==> src/sv/lspt_pkg.sv <==
// Shared constants, status codes and controller/datapath handshake types.
package lspt_pkg;

   localparam int DEF_WINDOW       = 3;
   localparam int DEF_SENSOR_COUNT = 8;
   localparam int DEF_COUNTER_BITS = 16;

   localparam int POS_SCALE = 1000;
   localparam int FRAC_BITS = 8;

   localparam int THR_W     = 4;
   localparam int POS_W     = 13;
   localparam int STATUS_W  = 2;
   localparam int TOTAL_W   = 16;
   localparam int ACTIVE_W  = 4;

   localparam logic [THR_W-1:0] THR_RESET = THR_W'(5);

   localparam logic [STATUS_W-1:0] STATUS_NORMAL    = 2'd0;
   localparam logic [STATUS_W-1:0] STATUS_LOST      = 2'd1;
   localparam logic [STATUS_W-1:0] STATUS_INTERSECT = 2'd2;

   typedef struct packed {
      logic load_input;
      logic prep;
      logic div_start;
      logic div_sel_avg;
      logic ring_write;
      logic sum_step;
      logic finish;
   } cmd_type;

   typedef struct packed {
      logic div_done;
      logic sum_last;
   } stat_type;

endpackage

==> src/sv/lspt_ctrl.sv <==
// Sequencing state machine and response handshake.
module lspt_ctrl import lspt_pkg::*; (
   input  logic     clock,
   input  logic     reset,
   input  logic     req_valid,
   output logic     req_ready,
   output logic     rsp_valid,
   input  logic     rsp_ready,
   input  stat_type stat,
   output cmd_type  cmd
);
   typedef enum logic [3:0] {
      S_IDLE,
      S_PREP,
      S_RAW_GO,
      S_RAW_WAIT,
      S_RING_WR,
      S_SUM,
      S_AVG_GO,
      S_AVG_WAIT,
      S_FINISH
   } state_type;

   state_type state_ff, state_in;
   logic      rsp_valid_ff, rsp_valid_in;
   logic      rsp_free;

   assign rsp_free = !rsp_valid_ff || rsp_ready;

   always_comb begin
      cmd          = '0;
      state_in     = state_ff;
      rsp_valid_in = rsp_valid_ff && !rsp_ready;
      case (state_ff)
         S_IDLE: begin
            cmd.load_input = req_valid;
            if (req_valid) begin
               state_in = S_PREP;
            end
         end
         S_PREP: begin
            cmd.prep = 1'b1;
            state_in = S_RAW_GO;
         end
         S_RAW_GO: begin
            cmd.div_start = 1'b1;
            state_in      = S_RAW_WAIT;
         end
         S_RAW_WAIT: begin
            if (stat.div_done) begin
               state_in = S_RING_WR;
            end
         end
         S_RING_WR: begin
            cmd.ring_write = 1'b1;
            state_in       = S_SUM;
         end
         S_SUM: begin
            cmd.sum_step = 1'b1;
            if (stat.sum_last) begin
               state_in = S_AVG_GO;
            end
         end
         S_AVG_GO: begin
            cmd.div_start   = 1'b1;
            cmd.div_sel_avg = 1'b1;
            state_in        = S_AVG_WAIT;
         end
         S_AVG_WAIT: begin
            if (stat.div_done) begin
               state_in = S_FINISH;
            end
         end
         S_FINISH: begin
            // hold until the output register is free
            if (rsp_free) begin
               cmd.finish   = 1'b1;
               rsp_valid_in = 1'b1;
               state_in     = S_IDLE;
            end
         end
         default: begin
            state_in = S_IDLE;
         end
      endcase
   end

   always_ff @(posedge clock) begin
      if (reset) begin
         state_ff     <= S_IDLE;
         rsp_valid_ff <= 1'b0;
      end else begin
         state_ff     <= state_in;
         rsp_valid_ff <= rsp_valid_in;
      end
   end

   assign req_ready = (state_ff == S_IDLE);
   assign rsp_valid = rsp_valid_ff;
endmodule

==> config.mk <==
export PLATFORM = sky130hd
export DESIGN_NAME = lspt_ctrl
export DESIGN_NICKNAME = d
export VERILOG_FILES = /design/src/sv/lspt_pkg.sv /design/src/sv/lspt_ctrl.sv
export SDC_FILE = /design/constraint.sdc
export NUM_CORES = 1
export LEC_CHECK = 0
export BUFFER_PORTS_ARGS = -buffer_cell sky130_fd_sc_hd__buf_2
export CAP_MARGIN = 10
export CORE_AREA = 2 2 39 41
export CTS_CLUSTER_SIZE = 8
export DETAILED_ROUTE_END_ITERATION = 12
export DIE_AREA = 0 0 41 43
export GPL_ROUTABILITY_DRIVEN = 0
export SYNTH_ARGS = -nofsm -noshare
export SYNTH_HDL_FRONTEND = slang
export SYNTH_SLANG_ARGS = --single-unit
==> constraint.sdc <==
create_clock -name clock -period 1.1 [get_ports clock]
set_input_delay 0.11 -clock clock [delete_from_list [all_inputs] [get_ports clock]]
set_output_delay 0.11 -clock clock [all_outputs]
set_load 0.05 [all_outputs]
==> results.txt <==
----------------------------------------------------
[Status]
  Run status ... finished, violations left
  Violated checks ... setup timing

[Critical path]
  Max Fanout on Critical Path ... 6
  CP Class ... flip-flop to output pin
  Required time worst endpoint ... 990 ps
  Startpoint kind of the worst setup timing path ... flip-flop
  Critical Path AT ... around 1200 ps
  Critical path endpoint category ... output pin

[Logic synthesis]
  Yosys warnings ... 0
  Top flip-flop cell by instance count after synthesis ... sky130_fd_sc_hd__dfxtp_1
  Post-Syn Instances ... 43
  Number of register bits inferred by synthesis ... 5
  Most used standard cells in the synthesized netlist ... sky130_fd_sc_hd__dfxtp_1 (5), sky130_fd_sc_hd__nor3_1 (5), sky130_fd_sc_hd__nor2_1 (4), sky130_fd_sc_hd__a31oi_1 (3), sky130_fd_sc_hd__buf_2 (3)
  Number of synthesized flops with an enable pin ... 0
  Portion of synthesized cell area occupied by the leading cell type ... just over 30%
  Main area contributors after synthesis ... sky130_fd_sc_hd__dfxtp_1 (30%), sky130_fd_sc_hd__nor3_1 (7.6%), sky130_fd_sc_hd__a31oi_1 (5.7%), sky130_fd_sc_hd__buf_2 (4.6%), sky130_fd_sc_hd__nor2_1 (4.6%)
  Synth async-reset ratio ... 0%
  Average footprint of a synthesized cell ... roughly 7.7 um^2
  Net count after synthesis ... 49
  Post-synthesis sequential area ratio ... around 30%
  Cell taking the most area after synthesis ... sky130_fd_sc_hd__dfxtp_1
  Synth Cell Area ... approximately 330 um^2
  Synth unique cells ... 23

[CTS]
  Clk buf depth ... 2
  CTS Buf Count ... 3
  Clock-pin slew of the registers on the worst-case setup and hold paths ... about 50 ps
  Insertion delay to the later sink of the worst-skew pair ... approximately 250 ps
  H-tree Lvls ... 1
  Post-cts hold buffer count ... 0
  Root Buffer Master ... sky130_fd_sc_hd__clkbuf_4
  CTS tree ... yes
  Number of clock sinks seen by CTS ... 5

[Min path]
  Type of the tightest min-delay check ... input pin to flip-flop

[Cells and area]
  NumNets Final ... 80
  Share of layout cells above drive strength 1 ... 71.2%
  Antenna cells ... 0
  Area Overhead vs Synth ... 117%
  Number of standard cells in the final layout excluding fillers ... 89
  Final cell utilization of the core ... 51.6%
  Fin area ... roughly 710 um^2

[Die]
  Num ports ... 15
  DIE HEIGHT ... 43 um
  Core region area ... around 1400 um^2
  Starting density of the core ... around a quarter
  Die span in x ... roughly 40 um
  Row count ... 14
  Die area ... 1760 um^2

[Detailed routing]
  Routed wire length ... slightly above 1000 um
  Routed wire per std cell ... approximately 12 um
  Antenna-violating nets left ... 0
  Number of violations reported at the end of detailed-routing iteration 0 ... 5
  DRC violation count after routing ... 0
  DRT Pass-1 Iters ... 4
  Routed via count divided by cell count ... approximately 5
  Via count ... about 450

[Pwr]
  Leakage power ... ~0.0003 uW
  Peak VDD IR ... roughly 650 uV
  Pwr Density ... between 1000 and 1500 nW/um^2

[Place]
  Hpwl dp ... a little over 700 um
  I/O Buffers ... 14
  Placed instance area ... 549 um^2
  # placed instances ... 82

[Global routing]
  Number of global-route vias before repair ... ~380
  Antenna violations before repair ... 0
  Wire length of the first global-routing pass ... between 1500 and 2000 um
  Largest net degree at the start of global routing ... 8
  Total global-route track usage ... 13.5%
  Overflow left after global routing ... 0

[STA]
  Minimum clock period ... about 1300 ps
  Setup slack of the critical path after layout ... -243 ps
  Final number of max-transition violations ... 0
  Setup clock skew after layout ... 6.57 ps
  Max Freq ... approximately 740 MHz
  Part of the cycle the worst path needs ... 122%
  Slew @ Worst Pin ... 234 ps
  Unrepaired setup endpoints after global routing ... yes
  Worst hold slack after final layout ... ~92 ps
  Summed negative setup slack over all endpoints ... -1720 ps
  Hold Fails Final Rpt ... 0
  Rel. slew slack ... approximately 84%
  Setup-failing EPs final ... 9

[Flow run]
  Max cap viols ... 0

----------------------------------------------------
-- timing repair --
action | in CTS | in global routing
gates resized for setup | 33 | 4
setup buffers | 2 | 1
setup endpoints to repair | 12 | 9
pin swaps | 2 | 4
endpoints found under the hold margin | 0 | 0
-- worst paths after layout --
kind               startpoint          end  slack, ps  cells past startpoint
setup reg to reg  state_ff[1]  state_ff[3]       -210                      4
setup / recovery  state_ff[2]       cmd[6]       -240                      3
hold reg to reg   state_ff[1]  state_ff[3]        570                      2
hold / removal          reset    rsp_valid         90                      2
-- power by group --
part | total [uW] | internal (uW) | switching, uW | leakage [uW]
clock network | 217 | 137 | 79.5 | 0.0000150
registers | 209 | 191 | 17.5 | 0.0000435
logic | 337 | 163 | 174 | 0.000240
total | 762 | 491 | 271 | 0.000299
-- flip-flops by register name, summed over array words and instances (netlist names) --
register and cells:
state_ff 4, rsp_valid 1
-- worst max-delay path, stage by stage, from the launching register on --
cell	delay, ps
sky130_fd_sc_hd__dfxtp_4	360
sky130_fd_sc_hd__nor4_4	300
sky130_fd_sc_hd__and2_4	190
sky130_fd_sc_hd__buf_8	130
-- per-layer routing --
| metal | part of all wire [%] | GRT usage [%] | wire length [um] |
|---|---|---|---|
| met2 | 51 | 19.7 | 526 |
| met4 | 2.2 | 8.00 | 23 |
| met1 | 42 | 16.2 | 437 |
| met3 | 4.1 | 4.71 | 42 |
| met5 | 0 | 0 | 0 |
-- metrics by stage --
step,power [uW],setup slack (ps)
3_5_place_dp,462,-224
3_3_place_gp,460,-192
4_1_cts,758,-260
6_report,762,-243
5_1_grt,813,-318
2_1_floorplan,384,-497
-- area by class of cell --
type	instances	area, um^2
fillers	128	669
clock buffers	4	26.3
flip-flops and latches	5	111
well taps	16	20.0
inverters	2	10.0
repair buffers	30	267
multi-input cells	32	280
-- kinds of logic (layout without fill, tap and decap cells) --
group / after synthesis / in the layout / share of synthesized area, %
compound gates: 6 / 6 / 12.9
buf+inv: 6 / 36 / 10.3
simple gates: 25 / 25 / 43.7
xor+xnor: 1 / 1 / 2.66
flops: 5 / 5 / 30.4
-- cells in the final DEF, fill, tap and decap left out, drive strengths merged --
master,instances
buf,30
dfxtp,5
nor3,5
clkbuf,4
nor2,4
a31oi,3
and2,2
inv,2
nand2b,2
nand2,2
nor4,2
nand3,1
nor2b,1
a221oi,1
and3,1
nand4,1
nand4b,1
or4,1
nand3b,1
or4bb,1
a211oi,1
xnor2,1
a21boi,1
No activity file was read; power rests on OpenSTA's default activity.
