### src/sv/lspt_pkg.sv
// Shared constants, status codes and controller/datapath handshake types.
package lspt_pkg;

   localparam int DEF_WINDOW       = 3;
   localparam int DEF_SENSOR_COUNT = 8;
   localparam int DEF_COUNTER_BITS = 16;

   localparam int POS_SCALE = 1000;
   localparam int FRAC_BITS = 8;

   localparam int THR_W     = 4;
   localparam int POS_W     = 13;
   localparam int STATUS_W  = 2;
   localparam int TOTAL_W   = 16;
   localparam int ACTIVE_W  = 4;

   localparam logic [THR_W-1:0] THR_RESET = THR_W'(5);

   localparam logic [STATUS_W-1:0] STATUS_NORMAL    = 2'd0;
   localparam logic [STATUS_W-1:0] STATUS_LOST      = 2'd1;
   localparam logic [STATUS_W-1:0] STATUS_INTERSECT = 2'd2;

   typedef struct packed {
      logic load_input;
      logic prep;
      logic div_start;
      logic div_sel_avg;
      logic ring_write;
      logic sum_step;
      logic finish;
   } cmd_type;

   typedef struct packed {
      logic div_done;
      logic sum_last;
   } stat_type;

endpackage

### src/sv/lspt_divider.sv
// Restoring divider, one quotient bit per cycle.
module lspt_divider import lspt_pkg::*; #(
   parameter int NW = 25,
   parameter int DW = 4
) (
   input  logic          clock,
   input  logic          reset,
   input  logic          start,
   input  logic [NW-1:0] dividend,
   input  logic [DW-1:0] divisor,
   output logic          done,
   output logic [NW-1:0] quotient
);
   localparam int STEP_W = (NW > 1) ? $clog2(NW) : 1;

   logic              busy_ff, busy_in;
   logic              done_ff, done_in;
   logic [STEP_W-1:0] step_ff, step_in;
   logic [NW-1:0]     num_ff, num_in;
   logic [DW-1:0]     rem_ff, rem_in;
   logic [DW-1:0]     den_ff, den_in;
   logic [DW:0]       trial;
   logic [DW:0]       diff;
   logic              fits;

   always_comb begin
      trial   = {rem_ff, num_ff[NW-1]};
      diff    = trial - {1'b0, den_ff};
      fits    = trial >= {1'b0, den_ff};
      busy_in = busy_ff;
      done_in = 1'b0;
      step_in = step_ff;
      num_in  = num_ff;
      rem_in  = rem_ff;
      den_in  = den_ff;
      if (start) begin
         busy_in = 1'b1;
         step_in = '0;
         num_in  = dividend;
         rem_in  = '0;
         den_in  = divisor;
      end else if (busy_ff) begin
         // shift in one dividend bit, subtract when the divisor fits
         rem_in  = fits ? diff[DW-1:0] : trial[DW-1:0];
         num_in  = {num_ff[NW-2:0], fits};
         step_in = step_ff + STEP_W'(1);
         if (step_ff == STEP_W'(NW - 1)) begin
            busy_in = 1'b0;
            done_in = 1'b1;
         end
      end
   end

   always_ff @(posedge clock) begin
      if (reset) begin
         busy_ff <= 1'b0;
         done_ff <= 1'b0;
      end else begin
         busy_ff <= busy_in;
         done_ff <= done_in;
      end
   end

   always_ff @(posedge clock) begin
      step_ff <= step_in;
      num_ff  <= num_in;
      rem_ff  <= rem_in;
      den_ff  <= den_in;
   end

   assign done     = done_ff;
   assign quotient = num_ff;
endmodule

### src/sv/lspt_datapath.sv
// Centroid, reading ring, averaging and line classification datapath.
module lspt_datapath import lspt_pkg::*; #(
   parameter int WINDOW       = DEF_WINDOW,
   parameter int SENSOR_COUNT = DEF_SENSOR_COUNT,
   parameter int COUNTER_BITS = DEF_COUNTER_BITS
) (
   input  logic                    clock,
   input  logic                    reset,
   input  cmd_type                 cmd,
   output stat_type                stat,
   input  logic [SENSOR_COUNT-1:0] sensor_bits,
   input  logic                    decide_enable,
   input  logic                    csr_wr_en,
   input  logic [THR_W-1:0]        csr_wr_data,
   output logic [POS_W-1:0]        position,
   output logic [STATUS_W-1:0]     line_status,
   output logic [TOTAL_W-1:0]      lost_total,
   output logic [TOTAL_W-1:0]      intersection_total,
   output logic [ACTIVE_W-1:0]     active_sensors
);
   localparam int CNT_W   = $clog2(SENSOR_COUNT + 1);
   localparam int IDX_MAX = SENSOR_COUNT * (SENSOR_COUNT - 1) / 2;
   localparam int IDX_W   = $clog2(IDX_MAX + 1);
   localparam int NUM_W   = $clog2(IDX_MAX * POS_SCALE * (2 ** FRAC_BITS) + 1);
   localparam int RAW_MAX = (SENSOR_COUNT - 1) * POS_SCALE * (2 ** FRAC_BITS);
   localparam int RAW_W   = $clog2(RAW_MAX + 1);
   localparam int ACC_W   = $clog2(WINDOW * RAW_MAX + 1);
   localparam int AVG_NW  = ACC_W - FRAC_BITS;
   localparam int FILL_W  = $clog2(WINDOW + 1);
   localparam int SLOT_W  = (WINDOW > 1) ? $clog2(WINDOW) : 1;
   localparam int DIV_NW  = (NUM_W > AVG_NW) ? NUM_W : AVG_NW;
   localparam int DIV_DW  = (CNT_W > FILL_W) ? CNT_W : FILL_W;
   localparam int CMP_W   = (CNT_W > THR_W) ? CNT_W : THR_W;

   // input word and per-reading values
   logic [SENSOR_COUNT-1:0] bits_ff;
   logic                    en_ff;
   logic [CNT_W-1:0]        count_ff;
   logic [NUM_W-1:0]        num_ff;
   logic [CNT_W-1:0]        count_c;
   logic [IDX_W-1:0]        idx_c;

   // ring and running sum
   logic [RAW_W-1:0]  ring_ff [WINDOW];
   logic [SLOT_W-1:0] slot_ff, slot_in;
   logic [FILL_W-1:0] fill_ff, fill_in;
   logic [SLOT_W-1:0] sum_idx_ff;
   logic [ACC_W-1:0]  acc_ff;
   logic [RAW_W-1:0]  raw_c;

   // classification state
   logic [THR_W-1:0]        thr_ff;
   logic [STATUS_W-1:0]     status_ff, status_in;
   logic [COUNTER_BITS-1:0] lost_ff, lost_in;
   logic [COUNTER_BITS-1:0] inter_ff, inter_in;
   logic                    inside_ff, inside_in;
   logic [POS_W-1:0]        pos_c;

   // output word
   logic [POS_W-1:0]    pos_ff;
   logic [ACTIVE_W-1:0] active_ff;

   // shared divider
   logic              div_done;
   logic [DIV_NW-1:0] div_quot;
   logic [DIV_NW-1:0] div_num;
   logic [DIV_DW-1:0] div_den;

   always_comb begin
      count_c = '0;
      idx_c   = '0;
      for (int i = 0; i < SENSOR_COUNT; i++) begin
         if (!bits_ff[SENSOR_COUNT-1-i]) begin
            count_c = count_c + CNT_W'(1);
            idx_c   = idx_c + IDX_W'(i);
         end
      end
   end

   assign div_num = cmd.div_sel_avg ? DIV_NW'(acc_ff >> FRAC_BITS) : DIV_NW'(num_ff);
   assign div_den = cmd.div_sel_avg ? DIV_DW'(fill_ff) : DIV_DW'(count_ff);

   lspt_divider #(
      .NW (DIV_NW),
      .DW (DIV_DW)
   ) u_div (
      .clock    (clock),
      .reset    (reset),
      .start    (cmd.div_start),
      .dividend (div_num),
      .divisor  (div_den),
      .done     (div_done),
      .quotient (div_quot)
   );

   // no active sensor means a raw position of zero
   assign raw_c = (count_ff == '0) ? '0 : div_quot[RAW_W-1:0];

   assign stat.div_done = div_done;
   assign stat.sum_last = (FILL_W'(sum_idx_ff) + FILL_W'(1)) == fill_ff;

   always_comb begin
      slot_in   = slot_ff;
      fill_in   = fill_ff;
      status_in = status_ff;
      lost_in   = lost_ff;
      inter_in  = inter_ff;
      inside_in = inside_ff;
      pos_c     = div_quot[POS_W-1:0];
      if (cmd.ring_write) begin
         slot_in = (slot_ff == SLOT_W'(WINDOW - 1)) ? '0 : slot_ff + SLOT_W'(1);
         if (fill_ff != FILL_W'(WINDOW)) begin
            fill_in = fill_ff + FILL_W'(1);
         end
      end
      if (cmd.finish && en_ff) begin
         if (count_ff == '0) begin
            status_in = STATUS_LOST;
            lost_in   = (lost_ff == '1) ? lost_ff : lost_ff + COUNTER_BITS'(1);
            fill_in   = '0;
            slot_in   = '0;
            pos_c     = '0;
         end else if (CMP_W'(count_ff) >= CMP_W'(thr_ff)) begin
            status_in = STATUS_INTERSECT;
            if (!inside_ff) begin
               inter_in  = (inter_ff == '1) ? inter_ff : inter_ff + COUNTER_BITS'(1);
               inside_in = 1'b1;
            end
         end else begin
            status_in = STATUS_NORMAL;
            inside_in = 1'b0;
            lost_in   = '0;
         end
      end
   end

   always_ff @(posedge clock) begin
      if (reset) begin
         thr_ff    <= THR_RESET;
         slot_ff   <= '0;
         fill_ff   <= '0;
         status_ff <= STATUS_NORMAL;
         lost_ff   <= '0;
         inter_ff  <= '0;
         inside_ff <= 1'b0;
      end else begin
         if (csr_wr_en) begin
            thr_ff <= csr_wr_data;
         end
         slot_ff   <= slot_in;
         fill_ff   <= fill_in;
         status_ff <= status_in;
         lost_ff   <= lost_in;
         inter_ff  <= inter_in;
         inside_ff <= inside_in;
      end
   end

   always_ff @(posedge clock) begin
      if (cmd.load_input) begin
         bits_ff <= sensor_bits;
         en_ff   <= decide_enable;
      end
      if (cmd.prep) begin
         count_ff <= count_c;
         num_ff   <= (NUM_W'(idx_c) * NUM_W'(POS_SCALE)) << FRAC_BITS;
      end
      if (cmd.ring_write) begin
         ring_ff[slot_ff] <= raw_c;
         sum_idx_ff       <= '0;
         acc_ff           <= '0;
      end
      if (cmd.sum_step) begin
         acc_ff     <= acc_ff + ACC_W'(ring_ff[sum_idx_ff]);
         sum_idx_ff <= sum_idx_ff + SLOT_W'(1);
      end
      if (cmd.finish) begin
         pos_ff    <= pos_c;
         active_ff <= ACTIVE_W'(count_ff);
      end
   end

   assign position           = pos_ff;
   assign line_status        = status_ff;
   assign lost_total         = TOTAL_W'(lost_ff);
   assign intersection_total = TOTAL_W'(inter_ff);
   assign active_sensors     = active_ff;
endmodule

### config.mk
export PLATFORM = sky130hd
export DESIGN_NAME = lspt_datapath
export DESIGN_NICKNAME = d
export VERILOG_FILES = /design/src/sv/lspt_pkg.sv /design/src/sv/lspt_divider.sv /design/src/sv/lspt_datapath.sv
export SDC_FILE = /design/constraint.sdc
export NUM_CORES = 1
export LEC_CHECK = 0
export BUFFER_PORTS_ARGS = -buffer_cell sky130_fd_sc_hd__buf_2
export CELL_PAD_IN_SITES_DETAIL_PLACEMENT = 1
export CELL_PAD_IN_SITES_GLOBAL_PLACEMENT = 1
export CORE_MARGIN = 1
export CORE_UTILIZATION = 40
export CTS_BUF_LIST = sky130_fd_sc_hd__clkbuf_4 sky130_fd_sc_hd__clkbuf_8 sky130_fd_sc_hd__clkbuf_16
export DETAILED_ROUTE_END_ITERATION = 7
export PLACE_DENSITY = 0.67
export SLEW_MARGIN = 40
export SYNTH_ARGS = -nofsm -noshare
export SYNTH_HDL_FRONTEND = slang
export SYNTH_SLANG_ARGS = --single-unit
### constraint.sdc
create_clock -name clock -period 7.2 [get_ports clock]
set_clock_uncertainty 0.2 [all_clocks]
set_input_delay 1.08 -clock clock [delete_from_list [all_inputs] [get_ports clock]]
set_output_delay 1.08 -clock clock [all_outputs]
set_load 0.03 [all_outputs]
==> results.ini, run 1 <==
[floorplanning]
die_x_um = 169
dieArea_um2 = 28500
core_region_area_um2 = 27100
io_pins = 76
initial_core_util_pct = 41.0
die_h_um = 169
rows = 60

[sta]
slew_headroom_pct = 51.2
hold_ws_ps = 280
hold_viol_final = 0
min_period_ps = 6170
fmax_mhz = 162
setup_viol = 0
rsz0062_at_grt = no
tightest_slew_ps = 712
period_share_pct = 85.8
fin_setup_tns_ps = 0
slew_viol_final = 0

[clocking]
htree_levels = 1
tritoncts = done
cts_buffers = 25
clock_path_buffers = 3
cts-resized-gates = 0
postCtsHoldBufs = 0
post_cts_buffers = 0
clk_pin_slew_worst_paths_ps = 60
cts_root_buf = clkbuf_16
clk_latency_ps = 520
cts_sinks = 213

[critical_path]
worstSetupEndpointType = flip-flop
critPathRequiredTime_ps = 7270
arrival_ps = 6240
critPathKind = reg -> reg
crit_path_max_fanout = 9
critPathLaunchType = flip-flop

[placed_design]
post-dp-hpwl_mm = 18.8
dp_cells = 1449
place_congestion = 0.796
place.port_buffers = 75

[yosys]
synth.yosys.warnings = 0
synth_edf_count = 157
synthTopCellsByCount = edfxtp_1 (157), nor2_1 (101), nand2_1 (78)
ys_types = 58
seq_area_frac_synth_pct = 52.5
syn_nets = 1132
yosys_most_used_dff = edfxtp_1
synthCells = 1031
synth_top_cell_by_area = edfxtp_1
ys_top_cells_by_area = edfxtp_1 (42%), dfxtp_1 (10%), ha_1 (7.4%)
ys_async_sr_fraction_pct = 0
synth-seq-cells = 213
synth_area_per_cell_um2 = 10.8
yosysMostFrequentCell = edfxtp_1
synth_top_cell_area_share_pct = 42.4
synth_area_um2 = 11100

[route]
drc = 0
wl_per_cell_um = 17.8
drt_iter0_drc = 379
ant_nets = 0
wirelength_mm = 26.5
avgViaCountPerCell = 5.19
vias = 7759
firstDrtPassIters = 4

[power_and_ir_drop]
p_switching_uw = 2000
p_comb_share_pct = 43.0
vdd_drop_max_mv = 0.324
seq_power_share_pct = 33.4
p_int_uw = 3490
pwr-share-clk_pct = 23.5
pwr_density_cell_nw_per_um2 = 431
leakagePower_uw = 0.00514
switching_share_pct = 36.5

[global_route]
grt_pass1_wl_mm = 42.1
antenna_found_initial = 0
track_usage_pct = 18.7
grt-ovfl-total = 0
grt_start_max_net_pins = 47
grt_pass1_vias = 7863

[final_layout]
diodes = 0
syn_to_final_growth_pct = 14.6
drive_gt1_share_pct = 13.4
layout.cells.non_filler = 1495
nets = 1205

[status]
outcome = finished clean

[run]
drv_cap = 0

[worst_hold_path]
hp-class = reg -> reg

[through the flow]
step	setup WS, ps	cell area (um^2)	total power (uW)	util (%)
floorplan	1600	11100	3670	-
global placement	1170	11900	4150	43.8
detailed placement	972	11900	4220	43.9
CTS	955	12700	5550	47.0
global route	574	12700	5930	47.0
finish	1030	12700	5490	47.0
[placed cells by master (no fill, tap or decap), types with 6 or more instances in the layout]
cell type and n:
nor3b_1 6, nor3_1 16, o31ai_1 7, and3_1 6, and2_1 6, nor2b_1 19, nand3b_1 7, nand2b_1 12
or4_1 6, ha_1 66, or3_1 15, a21o_1 19, a21oi_1 63, o211ai_1 7, clkbuf_16 27, xnor2_1 36
clkbuf_4 7, dfxtp_1 56, buf_4 9, xor2_1 24, inv_1 73, buf_2 75, edfxtp_1 157, clkbuf_8 7
nand4_1 12, nor2_1 100, mux2i_1 41, nand2_1 78, a211oi_1 7, o21ai_0 71, fa_1 12, nand3_1 21
[power by group through the flow]
stage | clock (uW) | sequential, uW | combinational, uW
final | 1290 | 1840 | 2360
after global routing | 1360 | 1860 | 2710
after CTS | 1320 | 1840 | 2390
after detailed placement | 0 | 1860 | 2370
after global placement | 0 | 1860 | 2290
after floorplan | 0 | 1840 | 1830
[worst paths after layout]
kind	endpoint	slack, ps	cells after the start	from
min	inside_ff$_SDFFE_PP0P_	280	2	inside_ff$_SDFFE_PP0P_
min reg2reg	inside_ff$_SDFFE_PP0P_	280	2	inside_ff$_SDFFE_PP0P_
max	num_ff[22]$_DFFE_PP_	1030	21	bits_ff[5]$_DFFE_PP_
max reg2reg	num_ff[22]$_DFFE_PP_	1030	21	bits_ff[5]$_DFFE_PP_
[flip-flops by register name, summed over array words and instances, names as in the netlist, 5 cells and up, named ones only]
name                cells
acc_ff                 23
u_div.quotient         23
position               13
intersection_total     16
u_div.step_ff           5
ring_ff                63
num_ff                 12
lost_total             16
bits_ff                 8
[metal layers]
layer  wire [um]  track usage [%]
met1       12200             24.4
met2       12900             32.7
met3         841             2.64
met4         582             4.74
met5           0                0
[layout make-up]
class | instances | area [um^2]
clock buffers | 41 | 825
clock inverters | 5 | 31.3
fillers | 2977 | 14400
inverters | 75 | 282
multi-input cells | 705 | 4860
flip-flops and latches | 213 | 5840
well taps | 372 | 465
repair buffers | 84 | 443
[cell families (layout without fill, tap and decap cells)]
family	after synthesis	in the layout	synth area share, %
flip-flops	213	213	52.5
AO/OA/AOI/OAI	201	201	11.1
adder cells (fa/ha/maj)	78	78	9.59
AND/OR/NAND/NOR	320	320	14.0
multiplexers	46	46	4.20
XOR/XNOR	60	60	4.73
buffers and inverters	113	205	3.91
[critical path, stage by stage, from the launching register on]
cell      delay, ps
edfxtp_1        520
ha_1            360
mux2i_1         180
ha_1            260
mux2i_1         280
ha_1            290
mux2i_1         240
nor2_1           90
a21oi_1         180
xor2_1          480
fa_1            590
fa_1            510
fa_1            510
inv_1            40
ha_1            310
inv_1            80
nor2_1           50
nor2_1          160
o21bai_1         80
a21oi_1         210
o21ai_0         140
xnor2_1         130
Power figures use the tool's default switching activity.
==> run 2: changes to the inputs <==
--- a/config.mk
+++ b/config.mk
@@ -9,10 +9,10 @@
 export CELL_PAD_IN_SITES_DETAIL_PLACEMENT = 1
 export CELL_PAD_IN_SITES_GLOBAL_PLACEMENT = 1
 export CORE_MARGIN = 1
-export CORE_UTILIZATION = 40
+export CORE_UTILIZATION = 45
 export CTS_BUF_LIST = sky130_fd_sc_hd__clkbuf_4 sky130_fd_sc_hd__clkbuf_8 sky130_fd_sc_hd__clkbuf_16
 export DETAILED_ROUTE_END_ITERATION = 7
-export PLACE_DENSITY = 0.67
+export PLACE_DENSITY = 0.74
 export SLEW_MARGIN = 40
 export SYNTH_ARGS = -nofsm -noshare
 export SYNTH_HDL_FRONTEND = slang
==> results.ini, run 2 (synthesized netlist as in run 1, its figures left out) <==
[status]
outcome = finished clean

[final_layout]
layout.cells.non_filler = 1445
largest_reg_flops = 63
fillers = 2670
diodes = 0
regMostFlops = ring_ff
syn_to_final_growth_pct = 14.2
nets = 1204
layout_common_cells = edfxtp_1 (157), nor2_1 (100), nand2_1 (78)
drive_gt1_share_pct = 12.8
final_common_cell = edfxtp_1

[sta]
period_share_pct = 85.4
hold_ws_ps = 296
rsz0062_at_grt = no
fmax_mhz = 163
fin_ws_ps = 1050
min_period_ps = 6150
hold_viol_final = 0
slew_headroom_pct = 45.8
fin_setup_tns_ps = 0
setup_viol = 0
slew_viol_final = 0
tightest_slew_ps = 813

[route]
drc = 0
vias = 7803
wirelength_mm = 26.6
firstDrtPassIters = 4
drt_iter0_drc = 337
ant_nets = 0
avgViaCountPerCell = 5.40
wl_per_cell_um = 18.4

[clocking]
cts_buffers = 24
cts_root_buf = clkbuf_16
tritoncts = done
clk_latency_ps = 530
clock_path_buffers = 3
cts_sinks = 213
cts-resized-gates = 0
postCtsHoldBufs = 0
post_cts_buffers = 0
clk_pin_slew_worst_paths_ps = 60
htree_levels = 1

[critical_path]
slowest_stage = fa_1
critPathKind = reg -> reg
crit_buf_inv = 2
cp_common_cell = ha_1
cpPeakStageDelay_ps = 570
critPathLaunchType = flip-flop
worstPathCellList = ha_1 > mux2i_1 > ha_1 > mux2i_1 > ha_1 > mux2i_1 > nor2_1 > a21oi_1 > xor2_1 > fa_1 > fa_1 > fa_1 > inv_1 > ha_1 > inv_1 > nor2_1 > nor2_1 > o21bai_1 > a21oi_1 > o21ai_0 > xnor2_1
cp-startpoint = bits_ff[5]$_DFFE_PP_
critPathRequiredTime_ps = 7260
rrSetupSlack_ps = 1050
r2r_start = bits_ff[5]$_DFFE_PP_
arrival_ps = 6210
crit_cells = 21
worstSetupEndpointType = flip-flop
rr_endpoint = num_ff[22]$_DFFE_PP_
crit_path_max_fanout = 9
endpoint = num_ff[22]$_DFFE_PP_
reg2reg_depth = 21
crit_family = adder cells

[power_and_ir_drop]
leakagePower_uw = 0.00512
pwr_density_cell_nw_per_um2 = 437
vdd_drop_max_mv = 0.284

[floorplanning]
rows = 57
core_region_area_um2 = 24200
die_h_um = 159
die_x_um = 159
io_pins = 76
dieArea_um2 = 25300
initial_core_util_pct = 45.9

[global_route]
grt_pass1_vias = 8166
antenna_found_initial = 0
grt_pass1_wl_mm = 42.8
grt-ovfl-total = 0
grt_start_max_net_pins = 47
track_usage_pct = 21.2

[run]
drv_cap = 0

[placed_design]
place.port_buffers = 75
post-dp-hpwl_mm = 18.8
dp_slack_ps = 985
dp_cells = 1401
place_congestion = 0.823

[worst_hold_path]
hp-class = reg -> reg

[run 2: through the flow]
step	util [%]	power, uW	area (um^2)
final	52.3	5540	12700
after global routing	52.3	5960	12700
after detailed placement	48.8	4240	11800
after floorplan	-	3670	11100
after CTS	52.3	5600	12700
after global placement	48.7	4120	11800
[run 2: routing by layer]
metal,track usage [%],up-vias,part of all wire (%)
met2,37.6,105,51
met5,0,-,0
met4,5.86,0,2.2
met1,27.0,3847,43
li1,-,3808,-
met3,2.97,43,3.7
[run 2: power by group]
group | switching, uW | total (uW) | internal (uW)
clock network | 523 | 1340 | 815
registers | 135 | 1840 | 1710
logic | 1360 | 2360 | 998
total | 2020 | 5540 | 3520
[run 2: layout make-up]
cell class / instances / area [um^2] / share of cell area, %
Inverter: 75 / 282 / 2.22
Timing Repair Buffer: 84 / 443 / 3.49
Clock inverter: 17 / 236 / 1.86
Multi-Input combinational cell: 705 / 4860 / 38.3
Sequential cell: 213 / 5840 / 46.0
Clock buffer: 27 / 629 / 4.96
Tap cell: 324 / 405 / 3.19
[run 2: worst register-to-register path: stages, from the launching register on]
cell      delay, ps
edfxtp_1        510
ha_1            350
mux2i_1         200
ha_1            270
mux2i_1         260
ha_1            280
mux2i_1         240
nor2_1           90
a21oi_1         210
xor2_1          440
fa_1            570
fa_1            510
fa_1            510
inv_1            40
ha_1            310
inv_1            80
nor2_1           50
nor2_1          160
o21bai_1         80
a21oi_1         210
o21ai_0         150
xnor2_1         150
[run 2: worst min path at each step]
stage                                             from                           end  slack (ps)  depth (start not counted)
after global routing            thr_ff[2]$_SDFFE_PP1P_        thr_ff[2]$_SDFFE_PP1P_         320                          2
after CTS                       thr_ff[2]$_SDFFE_PP1P_        thr_ff[2]$_SDFFE_PP1P_         300                          2
final                           thr_ff[3]$_SDFFE_PP0P_        thr_ff[3]$_SDFFE_PP0P_         300                          2
after floorplan                 inside_ff$_SDFFE_PP0P_        inside_ff$_SDFFE_PP0P_         240                          2
after global placement    u_div.rem_ff[3]$_SDFFE_PP0P_  u_div.rem_ff[3]$_SDFFE_PP0P_         260                          2
after detailed placement        thr_ff[2]$_SDFFE_PP1P_        thr_ff[2]$_SDFFE_PP1P_         290                          2
==> run 3: changes to the inputs <==
--- a/config.mk
+++ b/config.mk
@@ -12,7 +12,8 @@
 export CORE_UTILIZATION = 45
 export CTS_BUF_LIST = sky130_fd_sc_hd__clkbuf_4 sky130_fd_sc_hd__clkbuf_8 sky130_fd_sc_hd__clkbuf_16
 export DETAILED_ROUTE_END_ITERATION = 7
-export PLACE_DENSITY = 0.74
+export PLACE_DENSITY = 0.8
+export RECOVER_POWER = 25
 export SLEW_MARGIN = 40
 export SYNTH_ARGS = -nofsm -noshare
 export SYNTH_HDL_FRONTEND = slang
==> results.ini, run 3 (synthesized netlist as in run 1, its figures left out) <==
[clocking]
clk_pin_slew_worst_paths_ps = 60
cts-resized-gates = 0
post_cts_buffers = 0
htree_levels = 1
postCtsHoldBufs = 0
cts_sinks = 213
tritoncts = done
clock_path_buffers = 3
cts_root_buf = clkbuf_16
cts_buffers = 25
clk_latency_ps = 530

[route]
wl_per_cell_um = 18.8
firstDrtPassIters = 4
avgViaCountPerCell = 5.46
drc = 0
vias = 7902
wirelength_mm = 27.1
drt_iter0_drc = 373
ant_nets = 0

[worst_hold_path]
hp-class = reg -> reg

[final_layout]
drive_gt1_share_pct = 12.2
final-seq-area_um2 = 5840
regMostFlops = ring_ff
final_common_cell = edfxtp_1
largest_reg_flops = 63
nets = 1205
fillers = 2695
layout_common_cells = edfxtp_1 (157), nor2_1 (101), nand2_1 (78)
diodes = 0
multi_input_area_um2 = 4860
layout.cells.non_filler = 1447
syn_to_final_growth_pct = 13.7

[sta]
tightest_slew_ps = 1930
fmax_mhz = 159
hold_viol_final = 0
period_share_pct = 87.5
slew_headroom_pct = -28.4
rsz0062_at_grt = no
min_period_ps = 6300
setup_viol = 0
slew_viol_final = 78
fin_setup_tns_ps = 0

[placed_design]
place.port_buffers = 75
place_congestion = 0.820
post-dp-hpwl_mm = 18.8
dp_cells = 1401

[global_route]
track_usage_pct = 21.7
grt_pass1_vias = 8459
grt_pass1_wl_mm = 44.1
grt_start_max_net_pins = 47
grt-ovfl-total = 0
antenna_found_initial = 0

[floorplanning]
io_pins = 76
die_h_um = 159
die_x_um = 159
initial_core_util_pct = 45.9
rows = 57
dieArea_um2 = 25300
core_region_area_um2 = 24200

[critical_path]
worstSetupEndpointType = flip-flop
cpPeakStageDelay_ps = 600
cp_common_cell = ha_1
critPathKind = reg -> reg
arrival_ps = 6370
critPathRequiredTime_ps = 7270
slowest_stage = fa_1
critPathLaunchType = flip-flop
crit_path_max_fanout = 9
crit_buf_inv = 2
crit_family = adder cells
worstPathCellList = ha_1 > mux2i_1 > ha_1 > mux2i_1 > ha_1 > mux2i_1 > nor2_1 > a21oi_1 > xor2_1 > fa_1 > fa_1 > fa_1 > inv_1 > ha_1 > inv_1 > nor2_1 > nor2_1 > o21bai_1 > a21oi_1 > o21ai_0 > xnor2_1

[power_and_ir_drop]
vdd_drop_max_mv = 0.388
leakagePower_uw = 0.00509
pwr_density_cell_nw_per_um2 = 438

[run]
drv_cap = 2

[status]
violations = capacitance limit, slew limit
outcome = finished, violations left

## run 3: cell types whose count changed in the layout (fill, tap and decap cells not counted), moves of 2 or more
cell	change
clkinv_2	+3
clkbuf_1	+9
buf_4	-3
clkbuf_8	+2
bufinv_16	-5
clkbuf_4	+3
clkbuf_16	+4
buf_2	-6
## run 3: path summary, 6_finish.rpt
check                                            start                     end  slack (ps)  cells past startpoint
worst min register to register  thr_ff[0]$_SDFFE_PP1P_  thr_ff[0]$_SDFFE_PP1P_         280                      2
worst min-delay path            thr_ff[0]$_SDFFE_PP1P_  thr_ff[0]$_SDFFE_PP1P_         280                      2
worst max-delay path              bits_ff[5]$_DFFE_PP_    num_ff[22]$_DFFE_PP_         900                     21
worst max register to register    bits_ff[5]$_DFFE_PP_    num_ff[22]$_DFFE_PP_         900                     21
## run 3: cell type report
cell class              count  area share (%)
inverters                  75            2.23
clock inverters            10           0.445
well taps                 324            3.21
clock buffers              36            6.17
repair buffers             84            3.36
multi-input cells         705            38.4
flip-flops and latches    213            46.2
## run 3: through the flow
step	area, um^2	setup WS (ps)	hold slack (ps)	power, uW	utilization [%]
2_1_floorplan	11100	1600	242	3670	-
3_3_place_gp	11800	1220	258	4100	48.8
3_5_place_dp	11800	891	268	4250	48.8
4_1_cts	12700	857	281	5580	52.2
5_1_grt	12600	536	309	5940	52.1
6_report	12600	897	283	5540	52.1
## run 3: report_power, final
part / internal, uW / switching [uW] / leakage, uW / total, uW
Combinational: 1010 / 1420 / 0.00266 / 2430
Clock: 754 / 508 / 0.000417 / 1260
Sequential: 1710 / 131 / 0.00201 / 1840
Total: 3470 / 2060 / 0.00509 / 5540
## run 3: layer usage
metal	GRT usage [%]	vias up	share of wire [%]
met5	0	-	0
met4	5.33	0	1.9
met3	2.84	40	3.0
met2	40.4	102	52
met1	26.4	3940	43
li1	-	3820	-
## run 3: worst min-delay path, cell delays in order, from the launching register on
cell,delay [ps]
dfxtp_1,330
mux2i_1,70
nand2_1,60
